### src/rtl/core/ecc_pkg.sv
// Shared types and constants of the event coalescing store.
package ecc_pkg;

    localparam int FLAG_W = 32;
    localparam int ID_W   = 16;
    localparam int KEY_W  = FLAG_W + ID_W;
    localparam int CFG_W  = 5;

    localparam logic [CFG_W-1:0] CFG_RESET = 5'd16;

    typedef logic [KEY_W-1:0] key_t;

    typedef enum logic [0:0]
    {
        ACT_CHECK = 1'b0,
        ACT_ADD   = 1'b1
    } action_t;

    typedef enum logic [1:0]
    {
        ST_IDLE,
        ST_SEARCH,
        ST_DELIVER
    } state_t;

    typedef struct packed
    {
        logic wr_en;
        logic rd_en;
    } ram_ctl_t;

endpackage

### src/rtl/core/ecc_key_ram.sv
// Key memory with per-entry valid bits; an entry never written reads as zero.
module ecc_key_ram #(
    parameter int DEPTH = 16,
    localparam int AW = (DEPTH > 1) ? $clog2(DEPTH) : 1
) (
    input  logic                        clk,
    input  logic                        rst_n,
    input  ecc_pkg::ram_ctl_t           ctl,
    input  logic [AW-1:0]               wr_addr,
    input  ecc_pkg::key_t               wr_data,
    input  logic [AW-1:0]               rd_addr,
    output ecc_pkg::key_t               rd_data
);

    ecc_pkg::key_t      mem [DEPTH];
    logic [DEPTH-1:0]   valid_reg;
    ecc_pkg::key_t      rd_data_reg;
    logic               rd_valid_reg;

    always_ff @(posedge clk)
    begin
        if (ctl.wr_en)
        begin
            mem[wr_addr] <= wr_data;
        end
        if (ctl.rd_en)
        begin
            rd_data_reg <= mem[rd_addr];
        end
    end

    always_ff @(posedge clk or negedge rst_n)
    begin
        if (!rst_n)
        begin
            valid_reg    <= '0;
            rd_valid_reg <= 1'b0;
        end
        else
        begin
            if (ctl.wr_en)
            begin
                valid_reg[wr_addr] <= 1'b1;
            end
            if (ctl.rd_en)
            begin
                rd_valid_reg <= valid_reg[rd_addr];
            end
        end
    end

    assign rd_data = rd_valid_reg ? rd_data_reg : '0;

endmodule

### src/rtl/core/ecc_ctrl.sv
// Sequencer: walks the key memory for checks, writes the ring slot for adds.
module ecc_ctrl #(
    parameter int DEPTH = 16,
    localparam int AW = (DEPTH > 1) ? $clog2(DEPTH) : 1,
    localparam int CW = $clog2(DEPTH + 1)
) (
    input  logic                clk,
    input  logic                rst_n,
    input  logic [CW-1:0]       count,
    input  logic                in_valid,
    output logic                in_ready,
    input  logic [0:0]          in_action,
    input  ecc_pkg::key_t       in_key,
    output logic                out_valid,
    input  logic                out_ready,
    output logic                out_found,
    output ecc_pkg::ram_ctl_t   ram_ctl,
    output logic [AW-1:0]       ram_wr_addr,
    output ecc_pkg::key_t       ram_wr_data,
    output logic [AW-1:0]       ram_rd_addr,
    input  ecc_pkg::key_t       ram_rd_data
);

    ecc_pkg::state_t    state_reg, state_next;
    ecc_pkg::key_t      key_reg, key_next;
    logic [AW-1:0]      idx_reg, idx_next;
    logic [AW-1:0]      slot_reg, slot_next;
    logic               res_reg, res_next;
    logic               out_valid_reg, out_valid_next;
    logic               found_reg;
    logic               load;
    logic [AW-1:0]      ins_slot;
    logic [CW-1:0]      slot_inc;
    logic [CW-1:0]      idx_inc;

    // A slot left beyond a lowered count restarts at entry zero.
    assign ins_slot = ({{(CW-AW){1'b0}}, slot_reg} >= count) ? '0 : slot_reg;
    assign slot_inc = {{(CW-AW){1'b0}}, ins_slot} + CW'(1);
    assign idx_inc  = {{(CW-AW){1'b0}}, idx_reg} + CW'(1);

    always_ff @(posedge clk or negedge rst_n)
    begin
        if (!rst_n)
        begin
            state_reg     <= ecc_pkg::ST_IDLE;
            slot_reg      <= '0;
            out_valid_reg <= 1'b0;
        end
        else
        begin
            state_reg     <= state_next;
            slot_reg      <= slot_next;
            out_valid_reg <= out_valid_next;
        end
    end

    always_ff @(posedge clk)
    begin
        key_reg <= key_next;
        idx_reg <= idx_next;
        res_reg <= res_next;
        if (load)
        begin
            found_reg <= res_reg;
        end
    end

    always_comb
    begin
        state_next  = state_reg;
        key_next    = key_reg;
        idx_next    = idx_reg;
        slot_next   = slot_reg;
        res_next    = res_reg;
        in_ready    = 1'b0;
        load        = 1'b0;
        ram_ctl     = '0;
        ram_wr_addr = ins_slot;
        ram_wr_data = in_key;
        ram_rd_addr = '0;

        case (state_reg)
            ecc_pkg::ST_IDLE:
            begin
                in_ready = 1'b1;
                if (in_valid)
                begin
                    key_next = in_key;
                    res_next = 1'b0;
                    if (in_action == ecc_pkg::ACT_ADD)
                    begin
                        // Drop zero keys: zero marks an empty entry.
                        if (in_key != '0)
                        begin
                            ram_ctl.wr_en = 1'b1;
                            slot_next = (slot_inc >= count) ? '0 : AW'(slot_inc);
                        end
                        state_next = ecc_pkg::ST_DELIVER;
                    end
                    else if (in_key == '0)
                    begin
                        state_next = ecc_pkg::ST_DELIVER;
                    end
                    else
                    begin
                        ram_ctl.rd_en = 1'b1;
                        ram_rd_addr   = '0;
                        idx_next      = '0;
                        state_next    = ecc_pkg::ST_SEARCH;
                    end
                end
            end

            ecc_pkg::ST_SEARCH:
            begin
                if (ram_rd_data == '0)
                begin
                    res_next   = 1'b0;
                    state_next = ecc_pkg::ST_DELIVER;
                end
                else if (ram_rd_data == key_reg)
                begin
                    res_next   = 1'b1;
                    state_next = ecc_pkg::ST_DELIVER;
                end
                else if (idx_inc >= count)
                begin
                    res_next   = 1'b0;
                    state_next = ecc_pkg::ST_DELIVER;
                end
                else
                begin
                    // Advance to the next entry in use.
                    ram_ctl.rd_en = 1'b1;
                    ram_rd_addr   = AW'(idx_inc);
                    idx_next      = AW'(idx_inc);
                end
            end

            ecc_pkg::ST_DELIVER:
            begin
                // Hold the result until the output register is free.
                if (!out_valid_reg || out_ready)
                begin
                    load       = 1'b1;
                    state_next = ecc_pkg::ST_IDLE;
                end
            end

            default:
            begin
                state_next = ecc_pkg::ST_IDLE;
            end
        endcase

        if (load)
        begin
            out_valid_next = 1'b1;
        end
        else if (out_ready)
        begin
            out_valid_next = 1'b0;
        end
        else
        begin
            out_valid_next = out_valid_reg;
        end
    end

    assign out_valid = out_valid_reg;
    assign out_found = found_reg;

endmodule

### src/rtl/core/event_coalescing_cam_unit.sv
// Event coalescing store: top level with the count register and stream ports.
//
// Every accepted word yields exactly one result word. An add or a check of the
// zero key passes from IDLE to DELIVER: the key memory is written at the
// accepting edge and the output register loads once DELIVER finds it free. A
// check of a nonzero key passes from IDLE through SEARCH to DELIVER; SEARCH
// reads entries through the single read port of the key memory, one entry per
// cycle, until the search ends (the first empty entry, the first match or the
// end of the entries in use), so it reads at most entries_in_use entries.
// The next word is accepted in the cycle after the result loads into the output
// register, even while it waits there, so no new word is taken before the last
// one's result has loaded; a result held by a stalled sink stalls the next
// load. After reset the store reads empty at once: per-entry valid bits
// cleared by reset stand in for a clearing pass. entries_in_use is clamped to
// 1..DEPTH and must be written only while the block is idle.
module event_coalescing_cam_unit #(
    parameter int DEPTH = 16
) (
    input  logic                        clk,
    input  logic                        rst_n,
    input  logic                        cfg_wr_en,
    input  logic [ecc_pkg::CFG_W-1:0]   cfg_wr_data,     // entries_in_use
    input  logic                        s_axis_tvalid,
    output logic                        s_axis_tready,
    input  logic [47:0]                 s_axis_tdata,    // flag_word[31:0], event_id[47:32]
    input  logic [0:0]                  s_axis_tuser,    // action[0]
    output logic                        m_axis_tvalid,
    input  logic                        m_axis_tready,
    output logic [7:0]                  m_axis_tdata     // found[0], zero fill[7:1]
);

    localparam int AW = (DEPTH > 1) ? $clog2(DEPTH) : 1;
    localparam int CW = $clog2(DEPTH + 1);
    localparam int NW = (CW > ecc_pkg::CFG_W) ? CW : ecc_pkg::CFG_W;

    logic [ecc_pkg::CFG_W-1:0]  cfg_reg;
    logic [NW-1:0]              cfg_ext;
    logic [NW-1:0]              count_wide;
    logic [CW-1:0]              count;
    ecc_pkg::key_t              in_key;
    ecc_pkg::ram_ctl_t          ram_ctl;
    logic [AW-1:0]              ram_wr_addr;
    logic [AW-1:0]              ram_rd_addr;
    ecc_pkg::key_t              ram_wr_data;
    ecc_pkg::key_t              ram_rd_data;
    logic                       found;

    always_ff @(posedge clk or negedge rst_n)
    begin
        if (!rst_n)
        begin
            cfg_reg <= ecc_pkg::CFG_RESET;
        end
        else if (cfg_wr_en)
        begin
            cfg_reg <= cfg_wr_data;
        end
    end

    // Clamp the count to 1..DEPTH.
    always_comb
    begin
        cfg_ext = NW'(cfg_reg);
        if (cfg_ext == '0)
        begin
            count_wide = NW'(1);
        end
        else if (cfg_ext > NW'(DEPTH))
        begin
            count_wide = NW'(DEPTH);
        end
        else
        begin
            count_wide = cfg_ext;
        end
    end

    assign count  = count_wide[CW-1:0];
    assign in_key = {s_axis_tdata[31:0], s_axis_tdata[47:32]};

    ecc_ctrl #(
        .DEPTH(DEPTH)
    ) u_ctrl (
        .clk         (clk),
        .rst_n       (rst_n),
        .count       (count),
        .in_valid    (s_axis_tvalid),
        .in_ready    (s_axis_tready),
        .in_action   (s_axis_tuser),
        .in_key      (in_key),
        .out_valid   (m_axis_tvalid),
        .out_ready   (m_axis_tready),
        .out_found   (found),
        .ram_ctl     (ram_ctl),
        .ram_wr_addr (ram_wr_addr),
        .ram_wr_data (ram_wr_data),
        .ram_rd_addr (ram_rd_addr),
        .ram_rd_data (ram_rd_data)
    );

    ecc_key_ram #(
        .DEPTH(DEPTH)
    ) u_ram (
        .clk     (clk),
        .rst_n   (rst_n),
        .ctl     (ram_ctl),
        .wr_addr (ram_wr_addr),
        .wr_data (ram_wr_data),
        .rd_addr (ram_rd_addr),
        .rd_data (ram_rd_data)
    );

    assign m_axis_tdata = {7'b0, found};

endmodule

### config.mk
export PLATFORM = sky130hd
export DESIGN_NAME = event_coalescing_cam_unit
export DESIGN_NICKNAME = d
export VERILOG_FILES = /design/src/rtl/core/ecc_pkg.sv /design/src/rtl/core/ecc_key_ram.sv /design/src/rtl/core/ecc_ctrl.sv /design/src/rtl/core/event_coalescing_cam_unit.sv
export SDC_FILE = /design/constraint.sdc
export NUM_CORES = 1
export LEC_CHECK = 0
export BUFFER_PORTS_ARGS = -buffer_cell sky130_fd_sc_hd__buf_4
export CORE_MARGIN = 2
export CORE_UTILIZATION = 30
export CTS_BUF_LIST = sky130_fd_sc_hd__clkbuf_8 sky130_fd_sc_hd__clkbuf_16
export DETAILED_ROUTE_END_ITERATION = 8
export PLACE_DENSITY_LB_ADDON = 0.05
export REMOVE_ABC_BUFFERS = 1
export SLEW_MARGIN = 40
export SYNTH_ARGS = -nofsm -noshare
export SYNTH_HDL_FRONTEND = slang
export SYNTH_SLANG_ARGS = --single-unit
### constraint.sdc
create_clock -name clk -period 7.29 [get_ports clk]
set_input_delay 1.458 -clock clk [delete_from_list [all_inputs] [get_ports clk]]
set_output_delay 1.458 -clock clk [all_outputs]
set_load 0.1 [all_outputs]
==> impl_results.md <==
- Outcome: completed
- Synthesized instance count: 2302
- Power density of the placed cells: 311 mW/mm^2
- Wirelength per Cell: 27.0 um
- Number of distinct library cell variants in the gate-level netlist after synthesis: 58
- Fraction of post-synthesis cell area in the top cell type by area: 0.723
- Tightest Pin Transition: 0.848 ns
- Post-CTS setup repair buffer count: 0
- Ranking of synthesized cells by area: edfxtp_1 72%, mux2i_1 6.2%, o21ai_0 2.9%
- Clock slew seen by the registers of the worst setup and hold paths: 0.06 ns
- I/O pins: 69
- Fraction of synthesis flops using an asynchronous set or reset pin: 0.0323
- Vias in the first global route: 20961
- Number of optimization iterations in the first detailed-route pass: 5
- Synthesis Warnings: 0
- Post-route DRC violation count: 0
- Place WS: 1.81 ns
- Setup violations, final: 0
- Area of the multi-input gates: 0.00877 mm^2
- Num Clock Sinks: 899
- Sequential area share after synthesis: 0.743
- Final clock skew: 0.0186 ns
- Cell row count: 127
- Power, Total: 13200 uW
- Die outline area: 0.123 mm^2
- Total routing usage reported by global routing: 0.180
- Leakage power figure: 0.0141 uW
- Endpoint of the worst register-to-register path: u_ram.rd_data_reg[4]
- Maximum ir drop on the vdd rail: 0.205 mV
- Slack of the worst reg-to-reg path: 2.11 ns
- Element type at the critical path start: register
- CTS buffer count: 106
- Worst hold path type: register to register
- Cells on worst reg2reg path: 12
- Normalized max-slew margin: 0.435
- Nature of the critical path endpoint: register
- F_max: 0.193 GHz
- Commonest cells in the synthesized netlist: 870 x edfxtp_1, 225 x mux2i_1, 210 x o21ai_0
- Net count, final: 2485
- Largest register FFs: 768
- Y dimension of the die: 351 um
- Number of antenna violations at the first check in global routing: 3
- Largest net degree at the start of global routing: 92
- Placer Congestion: 0.761
- Quantity of gates resized following cts: 0
- Via total after detailed routing: 20656
- Max-cap violations: 0
- Post-layout minimum cycle time: 5.18 ns
- Post-synthesis to final-layout area growth: 17.3%
- Number of enable-type register cells in the synthesized netlist: 870
- Die extent in x: 351 um
- Share of the clock period used by the worst path after layout: 0.711
- Proportion of layout cells with a drive suffix above 1: 0.132
- Startpoint-to-endpoint class of the critical path: register to register
- CTS tree: done
- Combined area of all synthesized cells: 0.0361 mm^2
- Register area: 0.0269 mm^2
- Post-DRT Antenna Nets: 0
- Main synth FF type: edfxtp_1
- Startpoint of the tightest hold check path: u_ctrl.res_reg
- Synth Register Bits: 899
- Number of hold violations in the final report: 0
- Final core utilization: 0.354
- Largest driver fanout on the critical path: 46
- Number of levels in the clock H-tree: 3
- Clk_lat worst skew: 0.67 ns
- Overflow left after global routing: 0
- Post-route setup slack: 2.11 ns
- Most common cell in the synthesized netlist: edfxtp_1
- Area of the core: 0.120 mm^2
- Top cell type by total area after synthesis: edfxtp_1
- Mean instance size in the synthesized netlist: 15.7 um^2
- Detail-routed via count per cell: 5.03
- Global-route wire length before repair: 158000 um
- Initial Util: 0.302
- Maximum count of clock buffers along a single path: 3
- Post-DP HPWL: 66400 um
- Critical path origin: u_ctrl.idx_reg[0]
- Count of pins over their slew limit: 0
- Count of port buffers added during placement: 61
- Worst Hold Depth: 0
- Unrepaired setup endpoints after global routing: false
- Number of violations reported at the end of detailed-routing iteration 0: 1681
- Crit path required time: 7.69 ns
- End point of the most critical hold path: u_ctrl.out_found
- Critical path arrival: 5.58 ns
- Origin of the critical flop-to-flop path: u_ctrl.idx_reg[0]
- Clk Tree Root Cell: clkbuf_16
- Hold_buf cts: 0
- Sum of routed wire length over all layers: 111000 um
- Fillcell total: 11329
[layout by cell type (no fill, tap or decap), drive strengths merged, types with 6 or more instances in the layout]
master	instances
a211o	6
a21o	49
a21oi	117
a22oi	19
a32oi	26
and2	17
and3	6
buf	123
bufinv	14
clkbuf	109
clkinv	51
conb	7
dfrtp	28
edfxtp	870
ha	19
inv	30
mux2	20
mux2i	225
mux4	7
nand2	78
nand2b	6
nand3	73
nand4	10
nand4b	23
nor2	59
nor2b	11
nor3	29
nor4	30
o2111ai	7
o211ai	21
o21a	22
o21ai	212
o22ai	66
o32a	7
or2	8
or3	36
xor2	23
[power by group]
part           total (uW)  internal [uW]  switching [uW]
sequential           6180           5970             208
clock                5280           3170            2100
combinational        1710            553            1160
[worst max-delay path, stage by stage, from the launching register on]
cell      delay [ns]
edfxtp_1        0.50
nand3_1         0.15
xor2_1          0.55
inv_1           0.30
ha_1            0.34
o21a_1          0.23
a211o_1         0.42
nor3_2          0.23
buf_4           0.61
buf_4           0.72
mux2i_1         0.29
o211ai_1        0.10
or3_1           0.35
[per-layer routing]
| layer | track usage | vias to the layer above | share of wire |
|---|---|---|---|
| li1 | - | 9343 | - |
| met1 | 0.254 | 10768 | 0.47 |
| met2 | 0.293 | 413 | 0.48 |
| met3 | 0.0234 | 132 | 0.033 |
| met4 | 0.0418 | 0 | 0.019 |
| met5 | 0 | - | 0 |
[layout make-up]
class,instances,share of cell area
clock buffers,109,0.0643
flip-flops and latches,899,0.633
well taps,1612,0.0476
multi-input cells,1264,0.207
clock inverters,83,0.0170
inverters,13,0.00127
repair buffers,123,0.0297
diodes,1,0.0000590
[worst max-delay path by stage]
stage	endpoint	slack, ns	cells past startpoint
floorplan	u_ram.rd_data_reg[16]	-18.40	10
global placement	u_ram.mem[10][42]	1.79	12
detailed placement	u_ram.rd_data_reg[1]	1.81	12
CTS	u_ram.rd_data_reg[1]	1.81	12
global route	u_ram.rd_data_reg[33]	1.78	12
finish	u_ram.rd_data_reg[4]	2.11	12
[through the flow]
step | hold WS, ns | setup TNS, ns | area [um^2] | instances
floorplan | 0.400 | -1223.34 | 35600 | 2176
global placement | 0.407 | 0 | 38500 | 3889
detailed placement | 0.406 | 0 | 39000 | 3911
CTS | 0.420 | 0 | 42400 | 4103
global route | 0.437 | 0 | 42400 | 4103
finish | 0.421 | 0 | 42400 | 4104
[logic make-up (layout without fill, tap and decap cells)]
family | Yosys count | in the layout | share of synthesized area
DFF | 899 | 899 | 0.743
AOI/OAI and AO/OA | 571 | 571 | 0.0962
and+or+nand+nor | 389 | 389 | 0.0567
muxes | 252 | 252 | 0.0729
buffers and inverters | 145 | 328 | 0.0183
xor gates and xnor gates | 26 | 26 | 0.00630
adders and majority gates | 19 | 19 | 0.00658
other | 1 | 8 | 0.000104
(Power assumes the default switching activity.)
